===== config.mk =====
export PLATFORM = sky130hd
export DESIGN_NAME = sync_frame_receiver_sum_check
export DESIGN_NICKNAME = d
export VERILOG_FILES = /design/src/rtl/core/sfrsc_pkg.sv /design/src/rtl/core/sfrsc_front.sv /design/src/rtl/core/sfrsc_queue.sv /design/src/rtl/core/sfrsc_back.sv /design/src/rtl/core/sync_frame_receiver_sum_check.sv
export SDC_FILE = /design/constraint.sdc
export NUM_CORES = 1
export LEC_CHECK = 0
export BUFFER_PORTS_ARGS = -buffer_cell sky130_fd_sc_hd__buf_4
export CORE_ASPECT_RATIO = 1.5
export CORE_MARGIN = 2
export CORE_UTILIZATION = 45
export CTS_CLUSTER_SIZE = 40
export DETAILED_ROUTE_END_ITERATION = 16
export GPL_TIMING_DRIVEN = 0
export SLEW_MARGIN = 30
export SYNTH_ARGS = -nofsm -noshare
export SYNTH_HDL_FRONTEND = slang
export SYNTH_SLANG_ARGS = --single-unit

===== constraint.sdc =====
create_clock -name clk -period 4.47 [get_ports clk]
set_input_delay 0.6705 -clock clk [delete_from_list [all_inputs] [get_ports clk]]
set_output_delay 0.6705 -clock clk [all_outputs]
set_load 0.02 [all_outputs]

===== src/rtl/core/sfrsc_pkg.sv =====
// ----------------------------------------------------------------------------
// sfrsc_pkg
// Shared types and constants for the sync frame receiver with sum check.
// ----------------------------------------------------------------------------
package sfrsc_pkg;

    localparam int FRAME_LEN_DEF = 20;

    localparam int BYTE_W  = 8;
    localparam int INDEX_W = 5;
    localparam int CFG_IDX_W = 2;

    // configuration register indexes
    localparam logic [CFG_IDX_W-1:0] CFG_SYNC_FIRST  = 2'd0;
    localparam logic [CFG_IDX_W-1:0] CFG_SYNC_SECOND = 2'd1;
    localparam logic [CFG_IDX_W-1:0] CFG_SYNC_THIRD  = 2'd2;

    typedef enum logic [1:0] {
        PH_HUNT    = 2'd0,
        PH_SECOND  = 2'd1,
        PH_THIRD   = 2'd2,
        PH_COLLECT = 2'd3
    } phase_t;

    typedef enum logic [1:0] {
        DR_IDLE = 2'd0,
        DR_SHOW = 2'd1,
        DR_ERR  = 2'd2
    } drain_t;

    // one finished frame handed from the front to the back
    typedef struct packed {
        logic slot;   // frame buffer half that holds the frame
        logic bad;    // checksum mismatch
    } job_t;

endpackage


===== src/rtl/core/sfrsc_front.sv =====
// ----------------------------------------------------------------------------
// sfrsc_front
// Sync hunt, frame collection into the buffer, and checksum classification.
// ----------------------------------------------------------------------------
module sfrsc_front
    import sfrsc_pkg::*;
#(
    parameter int FRAME_LEN = FRAME_LEN_DEF,
    parameter int IDX_W     = $clog2(FRAME_LEN)
)
(
    input  logic                 clk,
    input  logic                 rst_n,
    input  logic                 cfg_we,
    input  logic [CFG_IDX_W-1:0] cfg_index,
    input  logic [BYTE_W-1:0]    cfg_data,
    input  logic                 acc,
    input  logic [BYTE_W-1:0]    rx_byte,
    output logic                 wr_en,
    output logic                 wr_slot,
    output logic [IDX_W-1:0]     wr_idx,
    output logic [BYTE_W-1:0]    wr_data,
    output logic                 push,
    output job_t                 push_job
);

    localparam logic [IDX_W-1:0] LAST_IDX = IDX_W'(FRAME_LEN - 1);
    localparam logic [IDX_W-1:0] SUM_END  = IDX_W'(FRAME_LEN - 2);

    logic [BYTE_W-1:0] sync_first_reg;
    logic [BYTE_W-1:0] sync_second_reg;
    logic [BYTE_W-1:0] sync_third_reg;

    phase_t            phase_reg, phase_next;
    logic [IDX_W-1:0]  cnt_reg, cnt_next;
    logic [BYTE_W-1:0] sum_reg, sum_next;
    logic              slot_reg, slot_next;

    logic match;

    always_ff @(posedge clk or negedge rst_n)
    begin
        if (!rst_n)
        begin
            sync_first_reg  <= '0;
            sync_second_reg <= '0;
            sync_third_reg  <= '0;
        end
        else if (cfg_we)
        begin
            unique case (cfg_index)
                CFG_SYNC_FIRST:  sync_first_reg  <= cfg_data;
                CFG_SYNC_SECOND: sync_second_reg <= cfg_data;
                CFG_SYNC_THIRD:  sync_third_reg  <= cfg_data;
                default: ;
            endcase
        end
    end

    always_comb
    begin
        unique case (phase_reg)
            PH_HUNT:    match = (rx_byte == sync_first_reg);
            PH_SECOND:  match = (rx_byte == sync_second_reg);
            PH_THIRD:   match = (rx_byte == sync_third_reg);
            PH_COLLECT: match = 1'b1;
        endcase
    end

    // next state
    always_comb
    begin
        phase_next = phase_reg;
        if (acc)
        begin
            unique case (phase_reg)
                PH_HUNT:    if (match) phase_next = PH_SECOND;
                PH_SECOND:  phase_next = match ? PH_THIRD : PH_HUNT;
                PH_THIRD:   phase_next = match ? PH_COLLECT : PH_HUNT;
                PH_COLLECT: if (cnt_reg == LAST_IDX) phase_next = PH_HUNT;
            endcase
        end
    end

    // outputs and datapath
    always_comb
    begin
        wr_en         = acc && match;
        wr_slot       = slot_reg;
        wr_idx        = (phase_reg == PH_HUNT) ? '0 : cnt_reg;
        wr_data       = rx_byte;
        push          = 1'b0;
        push_job.slot = slot_reg;
        push_job.bad  = (sum_reg != rx_byte);
        cnt_next      = cnt_reg;
        sum_next      = sum_reg;
        slot_next     = slot_reg;
        if (acc)
        begin
            unique case (phase_reg)
                PH_HUNT:
                begin
                    if (match)
                    begin
                        cnt_next = IDX_W'(1);
                        sum_next = rx_byte;
                    end
                end
                PH_SECOND, PH_THIRD:
                begin
                    if (match)
                    begin
                        cnt_next = cnt_reg + IDX_W'(1);
                        sum_next = sum_reg + rx_byte;
                    end
                    else
                    begin
                        cnt_next = '0;
                        sum_next = '0;
                    end
                end
                PH_COLLECT:
                begin
                    if (cnt_reg == LAST_IDX)
                    begin
                        push      = 1'b1;
                        slot_next = ~slot_reg;
                        cnt_next  = '0;
                        sum_next  = '0;
                    end
                    else
                    begin
                        cnt_next = cnt_reg + IDX_W'(1);
                        if (cnt_reg < SUM_END)
                            sum_next = sum_reg + rx_byte;
                    end
                end
            endcase
        end
    end

    always_ff @(posedge clk or negedge rst_n)
    begin
        if (!rst_n)
        begin
            phase_reg <= PH_HUNT;
            cnt_reg   <= '0;
            sum_reg   <= '0;
            slot_reg  <= 1'b0;
        end
        else
        begin
            phase_reg <= phase_next;
            cnt_reg   <= cnt_next;
            sum_reg   <= sum_next;
            slot_reg  <= slot_next;
        end
    end

endmodule


===== src/rtl/core/sfrsc_queue.sv =====
// ----------------------------------------------------------------------------
// sfrsc_queue
// Two-entry queue of finished frame jobs between front and back.
// ----------------------------------------------------------------------------
module sfrsc_queue
    import sfrsc_pkg::*;
(
    input  logic       clk,
    input  logic       rst_n,
    input  logic       push,
    input  job_t       push_job,
    input  logic       pop,
    output logic       head_valid,
    output job_t       head,
    output logic [1:0] count
);

    job_t       entry_reg [2];
    logic       wr_ptr_reg, rd_ptr_reg;
    logic [1:0] count_reg, count_next;

    assign head_valid = (count_reg != 2'd0);
    assign head       = entry_reg[rd_ptr_reg];
    assign count      = count_reg;

    always_comb
    begin
        count_next = count_reg;
        if (push && !pop)
            count_next = count_reg + 2'd1;
        else if (pop && !push)
            count_next = count_reg - 2'd1;
    end

    always_ff @(posedge clk)
    begin
        if (push)
            entry_reg[wr_ptr_reg] <= push_job;
    end

    always_ff @(posedge clk or negedge rst_n)
    begin
        if (!rst_n)
        begin
            wr_ptr_reg <= 1'b0;
            rd_ptr_reg <= 1'b0;
            count_reg  <= '0;
        end
        else
        begin
            if (push)
                wr_ptr_reg <= ~wr_ptr_reg;
            if (pop)
                rd_ptr_reg <= ~rd_ptr_reg;
            count_reg <= count_next;
        end
    end

endmodule


===== src/rtl/core/sfrsc_back.sv =====
// ----------------------------------------------------------------------------
// sfrsc_back
// Frame buffer and drain sequencer that turns each job into results.
// ----------------------------------------------------------------------------
module sfrsc_back
    import sfrsc_pkg::*;
#(
    parameter int FRAME_LEN = FRAME_LEN_DEF,
    parameter int IDX_W     = $clog2(FRAME_LEN)
)
(
    input  logic               clk,
    input  logic               rst_n,
    input  logic               wr_en,
    input  logic               wr_slot,
    input  logic [IDX_W-1:0]   wr_idx,
    input  logic [BYTE_W-1:0]  wr_data,
    input  logic               head_valid,
    input  job_t               head,
    output logic               pop,
    output logic               busy,
    output logic               out_valid,
    input  logic               out_stall,
    output logic [BYTE_W-1:0]  frame_byte,
    output logic [INDEX_W-1:0] byte_index,
    output logic               last,
    output logic               status
);

    localparam int               DEPTH    = 2 ** (IDX_W + 1);
    localparam logic [IDX_W-1:0] LAST_IDX = IDX_W'(FRAME_LEN - 1);

    logic [BYTE_W-1:0] mem [DEPTH];
    logic [BYTE_W-1:0] rdata_reg;

    drain_t           state_reg, state_next;
    logic [IDX_W-1:0] idx_reg, idx_next;
    logic             slot_reg, slot_next;

    logic             rd_en;
    logic             rd_slot;
    logic [IDX_W-1:0] rd_idx;
    logic             out_acc;
    logic [31:0]      idx_wide;

    assign out_acc = out_valid && !out_stall;

    always_ff @(posedge clk)
    begin
        if (wr_en)
            mem[{wr_slot, wr_idx}] <= wr_data;
        if (rd_en)
            rdata_reg <= mem[{rd_slot, rd_idx}];
    end

    // next state
    always_comb
    begin
        state_next = state_reg;
        unique case (state_reg)
            DR_IDLE:
                if (head_valid)
                    state_next = head.bad ? DR_ERR : DR_SHOW;
            DR_SHOW:
                if (out_acc && idx_reg == LAST_IDX)
                    state_next = DR_IDLE;
            DR_ERR:
                if (out_acc)
                    state_next = DR_IDLE;
            default:
                state_next = DR_IDLE;
        endcase
    end

    // outputs and read control
    always_comb
    begin
        pop       = 1'b0;
        rd_en     = 1'b0;
        rd_slot   = slot_reg;
        rd_idx    = idx_reg + IDX_W'(1);
        idx_next  = idx_reg;
        slot_next = slot_reg;
        unique case (state_reg)
            DR_IDLE:
            begin
                pop       = head_valid;
                rd_slot   = head.slot;
                rd_idx    = '0;
                rd_en     = head_valid && !head.bad;
                idx_next  = '0;
                slot_next = head.slot;
            end
            DR_SHOW:
            begin
                if (out_acc && idx_reg != LAST_IDX)
                begin
                    rd_en    = 1'b1;
                    idx_next = idx_reg + IDX_W'(1);
                end
            end
            default: ;
        endcase
    end

    assign busy       = (state_reg != DR_IDLE);
    assign out_valid  = (state_reg == DR_SHOW) || (state_reg == DR_ERR);
    assign idx_wide   = 32'(idx_reg);
    assign frame_byte = (state_reg == DR_SHOW) ? rdata_reg : '0;
    assign byte_index = (state_reg == DR_SHOW) ? idx_wide[INDEX_W-1:0] : '0;
    assign last       = (state_reg == DR_ERR) || (idx_reg == LAST_IDX);
    assign status     = (state_reg == DR_ERR);

    always_ff @(posedge clk or negedge rst_n)
    begin
        if (!rst_n)
        begin
            state_reg <= DR_IDLE;
            idx_reg   <= '0;
            slot_reg  <= 1'b0;
        end
        else
        begin
            state_reg <= state_next;
            idx_reg   <= idx_next;
            slot_reg  <= slot_next;
        end
    end

endmodule


===== src/rtl/core/sync_frame_receiver_sum_check.sv =====
// ----------------------------------------------------------------------------
// sync_frame_receiver_sum_check
// Hunts a three-byte sync header, collects fixed-length frames, checks the
// additive checksum and replays good frames byte by byte.
// ----------------------------------------------------------------------------
//
//  channel   | direction | handshake              | payload
//  ----------+-----------+------------------------+---------------------------
//  input     | in        | in_valid / in_stall    | rx_byte
//  output    | out       | out_valid / out_stall  | frame_byte, byte_index,
//            |           |                        | last, status
//  config    | in        | cfg_we                 | cfg_index, cfg_data
//
// A received byte is accepted every cycle as long as fewer than two finished
// frames are still held; the frame buffer has two halves, so a third frame
// waits (in_stall) until the back end releases one half.
// A good frame drains at one result per cycle, the first in the cycle after
// its buffer read starts; a bad frame gives its single error result in the
// cycle after the job reaches the back end. Output stalls hold the current
// transaction. Reset clears the sync registers, the hunt state, counters and
// the job queue; the frame buffer is not cleared and needs no clearing pass.
// ----------------------------------------------------------------------------
module sync_frame_receiver_sum_check
    import sfrsc_pkg::*;
#(
    parameter int FRAME_LEN = FRAME_LEN_DEF
)
(
    input  logic                 clk,
    input  logic                 rst_n,
    input  logic                 cfg_we,
    input  logic [CFG_IDX_W-1:0] cfg_index,
    input  logic [BYTE_W-1:0]    cfg_data,
    input  logic                 in_valid,
    output logic                 in_stall,
    input  logic [BYTE_W-1:0]    rx_byte,
    output logic                 out_valid,
    input  logic                 out_stall,
    output logic [BYTE_W-1:0]    frame_byte,
    output logic [INDEX_W-1:0]   byte_index,
    output logic                 last,
    output logic                 status
);

    localparam int IDX_W = $clog2(FRAME_LEN);

    logic              in_acc;
    logic              wr_en;
    logic              wr_slot;
    logic [IDX_W-1:0]  wr_idx;
    logic [BYTE_W-1:0] wr_data;
    logic              push;
    job_t              push_job;
    logic              pop;
    logic              head_valid;
    job_t              head;
    logic [1:0]        q_count;
    logic              busy;
    logic [2:0]        held;

    // Count buffer halves owned by the back end: queued jobs plus the one
    // being drained. Hold the input once both halves are taken.
    assign held     = {1'b0, q_count} + {2'b00, busy};
    assign in_stall = (held >= 3'd2);
    assign in_acc   = in_valid && !in_stall;

    sfrsc_front #(
        .FRAME_LEN (FRAME_LEN),
        .IDX_W     (IDX_W)
    ) u_front (
        .clk       (clk),
        .rst_n     (rst_n),
        .cfg_we    (cfg_we),
        .cfg_index (cfg_index),
        .cfg_data  (cfg_data),
        .acc       (in_acc),
        .rx_byte   (rx_byte),
        .wr_en     (wr_en),
        .wr_slot   (wr_slot),
        .wr_idx    (wr_idx),
        .wr_data   (wr_data),
        .push      (push),
        .push_job  (push_job)
    );

    sfrsc_queue u_queue (
        .clk        (clk),
        .rst_n      (rst_n),
        .push       (push),
        .push_job   (push_job),
        .pop        (pop),
        .head_valid (head_valid),
        .head       (head),
        .count      (q_count)
    );

    sfrsc_back #(
        .FRAME_LEN (FRAME_LEN),
        .IDX_W     (IDX_W)
    ) u_back (
        .clk        (clk),
        .rst_n      (rst_n),
        .wr_en      (wr_en),
        .wr_slot    (wr_slot),
        .wr_idx     (wr_idx),
        .wr_data    (wr_data),
        .head_valid (head_valid),
        .head       (head),
        .pop        (pop),
        .busy       (busy),
        .out_valid  (out_valid),
        .out_stall  (out_stall),
        .frame_byte (frame_byte),
        .byte_index (byte_index),
        .last       (last),
        .status     (status)
    );

endmodule


== After elaboration in Yosys (flattened, before gate mapping) ==
Memories as Yosys holds them, arrays and structs flattened. A register that Yosys moved wholly into a read port is not among the register bits.
Index checks and enable logic that the tools add are counted.
Storage, ports and cells
  register bits after elaboration: 52
  RAM bits: 516
  bits of input ports: 23
  output and inout bits: 17
  logic and storage cells: 118
  memories: 2
Memories
  u_back.mem: depth 64, width 8, read ports 1, clocked after Yosys merged registers in 1, wr ports 1, line sfrsc_back.sv:33  | logic [BYTE_W-1:0] mem [DEPTH];
  u_queue.entry_reg: depth 2, width 2, read ports 1, clocked after Yosys merged registers in 0, wr ports 1, line sfrsc_queue.sv:18  | job_t entry_reg [2];
Cells by class
  $add $sub $neg: 6
  order comparisons: 2
  eq/ne operators: 21
  mux-type cells: 39
  bitwise gates (word level): 3
  reductions and logical operators: 32
Operators by type and width (number)
  $mux W8: 5
  $mux W5: 7
  $eq A8 B8 Y1: 3
  $pmux W8 S3: 1
  $mux W2: 10
  $pmux W5 S3: 1
  $ne A2 B1 Y1 const B: 6
  $reduce_and A3 Y1: 4
  $add A5 B1 Y5 const B: 2
  $eq A5 B5 Y1 const B: 2
  $mux W1: 10
  $pmux W5 S2: 1
  $reduce_and A2 Y1: 5
  $add A8 B8 Y8: 1
  $eq A2 B2 Y1 const B: 4
  $logic_and A1 B1 Y1: 8
  $ne A8 B8 Y1: 1
  $pmux W2 S4: 1
  $reduce_bool A2 Y1: 4
  $eq A2 B1 Y1 const B: 3
  $logic_not A2 Y1: 3
  $pmux W2 S3: 1
  $logic_not A1 Y1: 5
  $lt A5 B5 Y1 const B: 1
  other kinds (11): 14

== Logic depth before layout (Yosys ltp) ==
Gate-level depths: netlist of run 1.
  depth in word-level cells: 10
  depth in mapped cells: 12
  gate-level depth less buffers: 10

== Hierarchy ==
Synthesis of run 1 repeated with hierarchy kept, for this count alone.
Unflattened totals
  cells, all modules: 1497
  area, all modules: 24215.7 um^2
Modules (own cells, without submodules)
  sfrsc_back: instances 1, cells each 1235, area an instance 21381.8 um^2, sequential area each 15815.2 um^2
  sfrsc_front: instances 1, cells each 238, area an instance 2491.1 um^2, sequential area each 1001.0 um^2
  sfrsc_queue: instances 1, cells each 21, area an instance 325.3 um^2, sequential area each 220.2 um^2
  sync_frame_receiver_sum_check: instances 1, cells each 3, area an instance 17.5 um^2, sequential area each 0.0 um^2

== Least setup slack after synthesis of run 1 ==
No wires, ideal clock.
  path type: reg2reg
  start: reg u_front.phase_reg[0]
  end: mem u_back.mem[39][0], enable pin
  library setup time: 398 ps
  arrival time: 2800 ps
  setup slack: 1272 ps
  stages on the path, launching flop included: 11
  cells stage by stage: dfrtp_1 inv_1 ha_1 buf_6 a22oi_2 xnor2_1 nor4_1 a311oi_1 nand2b_1 clkbuf_1 nor4b_1
Between the ends
  word-level cells in the longest chain between the ends: 5
  elaborated cells between the ends (all ways): 9
RTL lines
  from (decl): line sfrsc_front.sv:34  | phase_t phase_reg, phase_next;
  from (signal assigned): line sfrsc_front.sv:153  | phase_reg <= phase_next;
  $eq A2 B2 Y1 (tied with other cells): line sfrsc_front.sv:62  | unique case (phase_reg)
  $pmux W1 S4: line sfrsc_front.sv:62
  $logic_and A1 B1 Y1: line sfrsc_front.sv:88  | wr_en = acc && match;
  $mux W1: line sfrsc_back.sv:50  | if (wr_en)
  $mux W1 (implied by the code): line sfrsc_back.sv:51  | mem[{wr_slot, wr_idx}] <= wr_data;
  to (decl): line sfrsc_back.sv:33
Parallel ways exist; a longest one is shown, timed or not.

== Worst setup path after layout of run 1 ==
  start: reg u_back.state_reg[0]
  end: mem u_back.mem[26][4], enable pin
Between the ends
  word-level cells in the longest chain between the ends: 8
RTL lines
  from (decl): line sfrsc_back.sv:36  | drain_t state_reg, state_next;
  from (signal assigned): line sfrsc_back.sv:124  | state_reg <= state_next;
  $reduce_bool A2 Y1: line sfrsc_back.sv:106  | assign busy = (state_reg != DR_IDLE);
  $add A2 B1 Y3: line sync_frame_receiver_sum_check.sv:63  | assign held = {1'b0, q_count} + {2'b00, busy};
  $ge A3 B2 Y1: line sync_frame_receiver_sum_check.sv:64  | assign in_stall = (held >= 3'd2);
  $logic_not A1 Y1: line sync_frame_receiver_sum_check.sv:65  | assign in_acc = in_valid && !in_stall;
  $logic_and A1 B1 Y1: line sync_frame_receiver_sum_check.sv:65
  $logic_and A1 B1 Y1: line sfrsc_front.sv:88
  $mux W1: line sfrsc_back.sv:50
  $mux W1 (implied by the code): line sfrsc_back.sv:51
No other way between the ends.

==> run summary, run 1 <==
Status = finished clean
Crit start category = flip-flop
Worst VDD drop = 0.000325 V
Synthesized area per cell = 18.0 µm²
DRC viols = 0
Max-cap violations = 0
Biggest register = u_back.mem
DIE AREA = 54600 µm²
Number of global-route vias before repair = 12700
HPWL after detailed placement = 38000 µm
Root Buffer = clkbuf_16
Share of layout cells above drive strength 1 = 0.240
Via count = 12400
I/O pin count = 40
DR iter-0 viols = 1030
H-tree lvl count = 2
Final setup violation count = 0
Fmax = 0.232 GHz
Max FFs per register = 512
WP buf/inv = 5
Nets = 1460
Top cells by area, synth = edfxtp_1, mux4_2, dfrtp_1, mux2_2, mux2i_1
Synthesized Nets = 1357
Cells along the critical path = inv_1, ha_1, clkbuf_1, inv_1, a21oi_1, and2_1, nand2b_1, clkbuf_1, or3_1, clkbuf_1, nor2_1
Final WL = 56500 µm
Critical Path RT = 4670 ps
Max_slew headroom = 0.301
Crit Path Category = flip-flop to flip-flop
CP dominant cell by count = clkbuf_1
Die Wd = 191 µm
Finished Core Util = 0.510
Hold Crit Class = input pin to async pin
CTS clk-pin slew, worst paths = 70 ps
Unrepaired setup endpoints after global routing = true
Crit-path slowest cell = nor2_1
Diode count = 0
GR Util All Layers = 0.212
#FFs+latches synth = 576
Leak = 8.73 nW
Post-DR wirelength/cell = 26.4 µm
Dpl cell area = 25000 µm²
Port buffer count = 39
Total gr overflow = 0
Gate Count Post-Synth = 1316
Top-count cell post-synth = edfxtp_1
Worst Skew = 15.9 ps
Worst Setup End Kind = flip-flop
Top cells by count, synth = edfxtp_1, mux4_2, nand2_1
Area growth, synth to finish = 12.7%
Antenna viol nets, final = 0
Final Hold Fails = 0
Netlist Area Pre-Place = 23700 µm²
Worst Hold Margin = 155 ps
Dominant cell type by area after synthesis = edfxtp_1
DR pass1 iterations = 6
Post-synth EDFFs = 524
Grt peak-use layer = met2
Critical Path AT = 4500 ps
Crit Path Max Fanout = 10
Synth Flop Type = edfxtp_1
Routability Congestion = 0.899
Final cycle utilization of the critical path = 0.963
Post-CTS Setup Bufs = 0
Power per cell area = 483 nW/µm²
M3 GR Usage = 0.0209
Initial antenna violation count = 0
Fin worst setup slack = 165 ps
CP top delay family = simple AND/OR/NAND/NOR gates
Clock buffer depth = 3
Post-synth top area share = 0.664
First-pass GRT wire length = 83900 µm
Pin count of the biggest net entering global routing = 69
Ys async rst share = 0.0903
Chip height = 285 µm
Post-layout min period = 4310 ps
Starting Density = 0.453
Hold buffer count at cts = 0
Setup TNS = 0 ps
Design area = 26700 µm²
CTS tree = yes
Sequential share of the synthesized area = 0.719
GR Util met2 = 0.368
Max Slew Vio Count = 0
Dpl ws = -270 ps
Synth unique cells = 62
Rows = 103
Worst slew pin tran = 1040 ps
Drt via density = 5.79
CTS sink cnt = 576
CTS buffer count = 51
Clk_lat worst skew = 580 ps
Core ar. = 52300 µm²
Met1 Use GR = 0.275
Largest stage delay on the critical path = 720 ps
Yosys warns = 0
[layer usage]
metal | routed length, µm | vias up
met4 | 2000 | 0
met1 | 22500 | 6495
li1 | - | 5446
met2 | 29500 | 369
met5 | 0 | -
met3 | 2550 | 89
[area by class of cell]
class / count / area [µm²]
plain buffers: 68 / 327
clock buffers: 63 / 1360
clock inverters: 31 / 295
fillers: 4327 / 25600
inverters: 15 / 56.3
multi-input cells: 657 / 6410
flip-flops and latches: 576 / 17000
well taps: 682 / 853
repair buffers: 50 / 363
[cell families after synthesis]
logic type                 count (synthesis)  synth area share
AOI/OAI and AO/OA                        127            0.0380
xor gates and xnor gates                  30            0.0114
adders and majority gates                 18           0.00982
buffers and inverters                     83            0.0160
muxes                                    203             0.148
DFF                                      576             0.719
and+or+nand+nor                          279            0.0583
[metrics by stage]
| step | instances | power (W) |
|---|---|---|
| after floorplan | 1316 | 0.00768 |
| after global placement | 2037 | 0.00855 |
| after detailed placement | 2048 | 0.00859 |
| after CTS | 2142 | 0.0130 |
| after global routing | 2142 | 0.0133 |
| final | 2142 | 0.0129 |
[worst reg2reg max path, delay by kind of cell, from the launching register on]
kind                     cells  cell delay (ps)
adder cells (fa/ha/maj)      1              320
AO/OA/AOI/OAI                1              230
buffers and inverters        5             1300
AND/OR/NAND/NOR              4             1660
flip-flops                   1              410
[report_power, final]
group          switching, W  total (W)  internal [W]
sequential        0.0000962    0.00614       0.00605
combinational       0.00142    0.00233      0.000901
clock               0.00192    0.00443       0.00251
total               0.00344     0.0129       0.00946
[layout by cell type, fill, tap and decap left out, drive strengths merged, types with 9 or more instances in the layout]
master,n
a211oi,10
a21oi,11
a22oi,23
and2,22
and3,10
buf,87
clkbuf,94
clkinv,23
dfrtp,52
edfxtp,524
ha,17
inv,16
mux2,43
mux2i,47
mux4,113
nand2,72
nand3,22
nor2,71
nor2b,10
nor3,22
o21ai,36
xnor2,21
xor2,9
[final timing paths]
kind                            slack [ps]                    endpoint                start  cells past startpoint
worst max-delay path                   160           u_back.mem[26][4]  u_back.state_reg[0]                     11
worst min-delay path                   150  u_front.sync_second_reg[1]                rst_n                      1
worst max register to register         160           u_back.mem[26][4]  u_back.state_reg[0]                     11
worst min register to register         500          u_queue.wr_ptr_reg   u_queue.wr_ptr_reg                      1
max in group asynchronous             3830           u_back.idx_reg[4]                rst_n                      1
min in group clk                       350   u_front.sync_third_reg[3]          cfg_data[3]                      2
[what timing repair did]
item | in CTS | in global routing
resized for setup | 0 | 8
setup endpoints to repair | 0 | 97
endpoints found under the hold margin | 0 | 0
Note: power is estimated with default switching activity, not from simulation.
==> run 2, diff against run 1 <==
- ABC_CLOCK_PERIOD_IN_PS: unset -> 4470
- BUFFER_PORTS_ARGS: -buffer_cell sky130_fd_sc_hd__buf_4 -> -buffer_cell sky130_fd_sc_hd__buf_2
==> run 2 against run 1 <==
Clock skew rose by 10 ps. Largest power group unchanged. Highest routed layer unchanged. Critical endpoint is now u_back.mem[26][3]. First-iteration DRC count rose by 1.9%. Combinational power fell by 2%. Global-route usage rose by 0.089 points. Core utilization barely moved. Power rose by 0.23%. Fmax fell by 2.1%.
==> run summary, run 2 (synthesis gave the netlist of run 1 again) <==
First-pass GRT wire length = 84000 µm (was 83900 µm)
CTS tree = yes (unchanged)
Finished Core Util = 0.510 (about the same)
Power per cell area = 484 nW/µm² (was 483 nW/µm²)
Sw frac = 0.270 (was 0.267)
Crit Path Max Fanout = 10 (unchanged)
Total power draw = 0.0129 W (about the same)
Dpl ws = -324 ps (was -270 ps)
Commonest cells after routing, fill and taps aside = edfxtp_1, mux4_2, nand2_1 (unchanged)
Crit Path Category = flip-flop to flip-flop (unchanged)
NetSw = 0.00349 W (was 0.00344 W)
DR iter-0 viols = 1050 (was 1030)
Worst reg2reg startpoint = u_back.state_reg[1] (was u_back.state_reg[0])
Max-cap violations = 0 (unchanged)
H-tree lvl count = 2 (unchanged)
Clk_lat worst skew = 590 ps (was 580 ps)
Final WL = 56700 µm (was 56500 µm)
Die Wd = 191 µm (unchanged)
Leak = 8.72 nW (was 8.73 nW)
Diode count = 0 (unchanged)
Commonest non-fill, non-tap cell in the layout = edfxtp_1 (unchanged)
Nets = 1463 (was 1460)
Max_slew headroom = 0.313 (was 0.301)
Int Pwr = 0.00943 W (was 0.00946 W)
DRC viols = 0 (unchanged)
Hold Crit Class = input pin to async pin (unchanged)
CTS clk-pin slew, worst paths = 60 ps (was 70 ps)
Post-DR wirelength/cell = 26.5 µm (was 26.4 µm)
CTS sink cnt = 576 (unchanged)
Max FFs per register = 512 (unchanged)
Pin count of the biggest net entering global routing = 69 (unchanged)
Post-CTS Setup Bufs = 0 (unchanged)
Worst slew pin tran = 1020 ps (was 1040 ps)
Critical Path AT = 4600 ps (was 4500 ps)
Worst Skew = 26.1 ps (was 15.9 ps)
Via count = 12400 (about the same)
GR Util All Layers = 0.213 (was 0.212)
Worst VDD drop = 0.000367 V (was 0.000325 V)
Starting Density = 0.453 (unchanged)
Post-layout min period = 4400 ps (was 4310 ps)
I/O pin count = 40 (unchanged)
Initial antenna violation count = 0 (unchanged)
Unrepaired setup endpoints after global routing = true (unchanged)
Biggest register = u_back.mem (unchanged)
Worst R2R Path Depth = 11 (unchanged)
R2R Path End = u_back.mem[26][3] (was u_back.mem[26][4])
Filler instances = 4345 (was 4327)
Final Hold Fails = 0 (unchanged)
HPWL after detailed placement = 37900 µm (was 38000 µm)
Routability Congestion = 0.900 (was 0.899)
Drt via density = 5.78 (was 5.79)
Final setup violation count = 0 (unchanged)
DR pass1 iterations = 5 (was 6)
Core ar. = 52300 µm² (unchanged)
Total gr overflow = 0 (unchanged)
Status = finished clean (unchanged)
Antenna viol nets, final = 0 (unchanged)
Gate power share = 0.178 (was 0.180)
Clock buffer depth = 3 (unchanged)
Root Buffer = clkbuf_16 (unchanged)
Fmax = 0.227 GHz (was 0.232 GHz)
Max Slew Vio Count = 0 (unchanged)
Rows = 103 (unchanged)
Port buffer count = 39 (unchanged)
Final cycle utilization of the critical path = 0.984 (was 0.963)
Setup TNS = 0 ps (unchanged)
Share of layout cells above drive strength 1 = 0.251 (was 0.240)
Worst Setup End Kind = flip-flop (unchanged)
CTS buffer count = 53 (was 51)
Crit start category = flip-flop (unchanged)
Chip height = 285 µm (unchanged)
Flop pwr share = 0.475 (was 0.476)
Clock share of power = 0.347 (was 0.343)
DIE AREA = 54600 µm² (unchanged)
Number of global-route vias before repair = 12600 (was 12700)
Hold buffer count at cts = 0 (unchanged)
Area growth, synth to finish = 12.6% (was 12.7%)
Worst R2R Setup Slack = 70 ps (was 160 ps)
Critical Path RT = 4670 ps (about the same)
Fin worst setup slack = 71.7 ps (was 165 ps)
-- run 2: routing by layer --
metal	track usage	up-vias	wire [µm]
li1	-	5453	-
met1	0.275	6445	22400
met2	0.365	381	29300
met3	0.0277	100	2710
met4	0.0821	0	2290
met5	0	-	0
-- run 2: worst max path at each step --
stage                               startpoint                 to  slack [ps]  depth (start not counted)
after global routing       u_back.state_reg[1]  u_back.mem[27][7]        -110                         11
after CTS                  u_back.state_reg[1]  u_back.mem[32][5]          60                         10
after detailed placement            rx_byte[5]  u_back.mem[30][1]        -320                          9
after global placement              rx_byte[6]  u_back.mem[49][3]       -1110                          8
after floorplan           u_front.phase_reg[0]  u_back.mem[39][0]        1270                         10
final                      u_back.state_reg[1]  u_back.mem[26][3]          70                         11
-- run 2: what timing repair did --
item,in CTS,in global routing
setup endpoints to repair,8,120
gates resized for setup,1,14
cloned,0,0
pin swaps,0,0
-- run 2: area by class of cell --
cell class	instances	area, µm²	share of cell area
Sequential cell	576	17000	0.639
Multi-Input combinational cell	657	6420	0.241
Clock buffer	58	1350	0.0504
Tap cell	682	853	0.0320
Clock inverter	35	343	0.0129
Buffer	68	327	0.0122
Timing Repair Buffer	51	295	0.0111
Inverter	15	56.3	0.00211
-- run 2: per-stage QoR --
step | hold slack, ps | cell area [µm²] | cells
global placement | 472 | 24800 | 2037
global route | 179 | 26700 | 2142
CTS | 143 | 26600 | 2142
finish | 137 | 26700 | 2142
detailed placement | 477 | 24900 | 2049
floorplan | 375 | 23700 | 1316
-- run 2: worst max-delay path, stage by stage, from the launching register on --
cell and delay (ps):
dfrtp_1 410, inv_1 100, ha_1 320, clkbuf_1 450
inv_1 270, a21oi_1 240, and2_1 310, nand2b_1 170
clkbuf_1 270, or3_1 470, clkbuf_1 260, nor2_1 750
-- run 2: power groups by stage --
stage	registers, W	clock network, W	logic, W
floorplan	0.00622	0	0.00145
global placement	0.00626	0	0.00226
detailed placement	0.00626	0	0.00230
CTS	0.00614	0.00456	0.00231
global route	0.00615	0.00476	0.00245
finish	0.00614	0.00449	0.00229
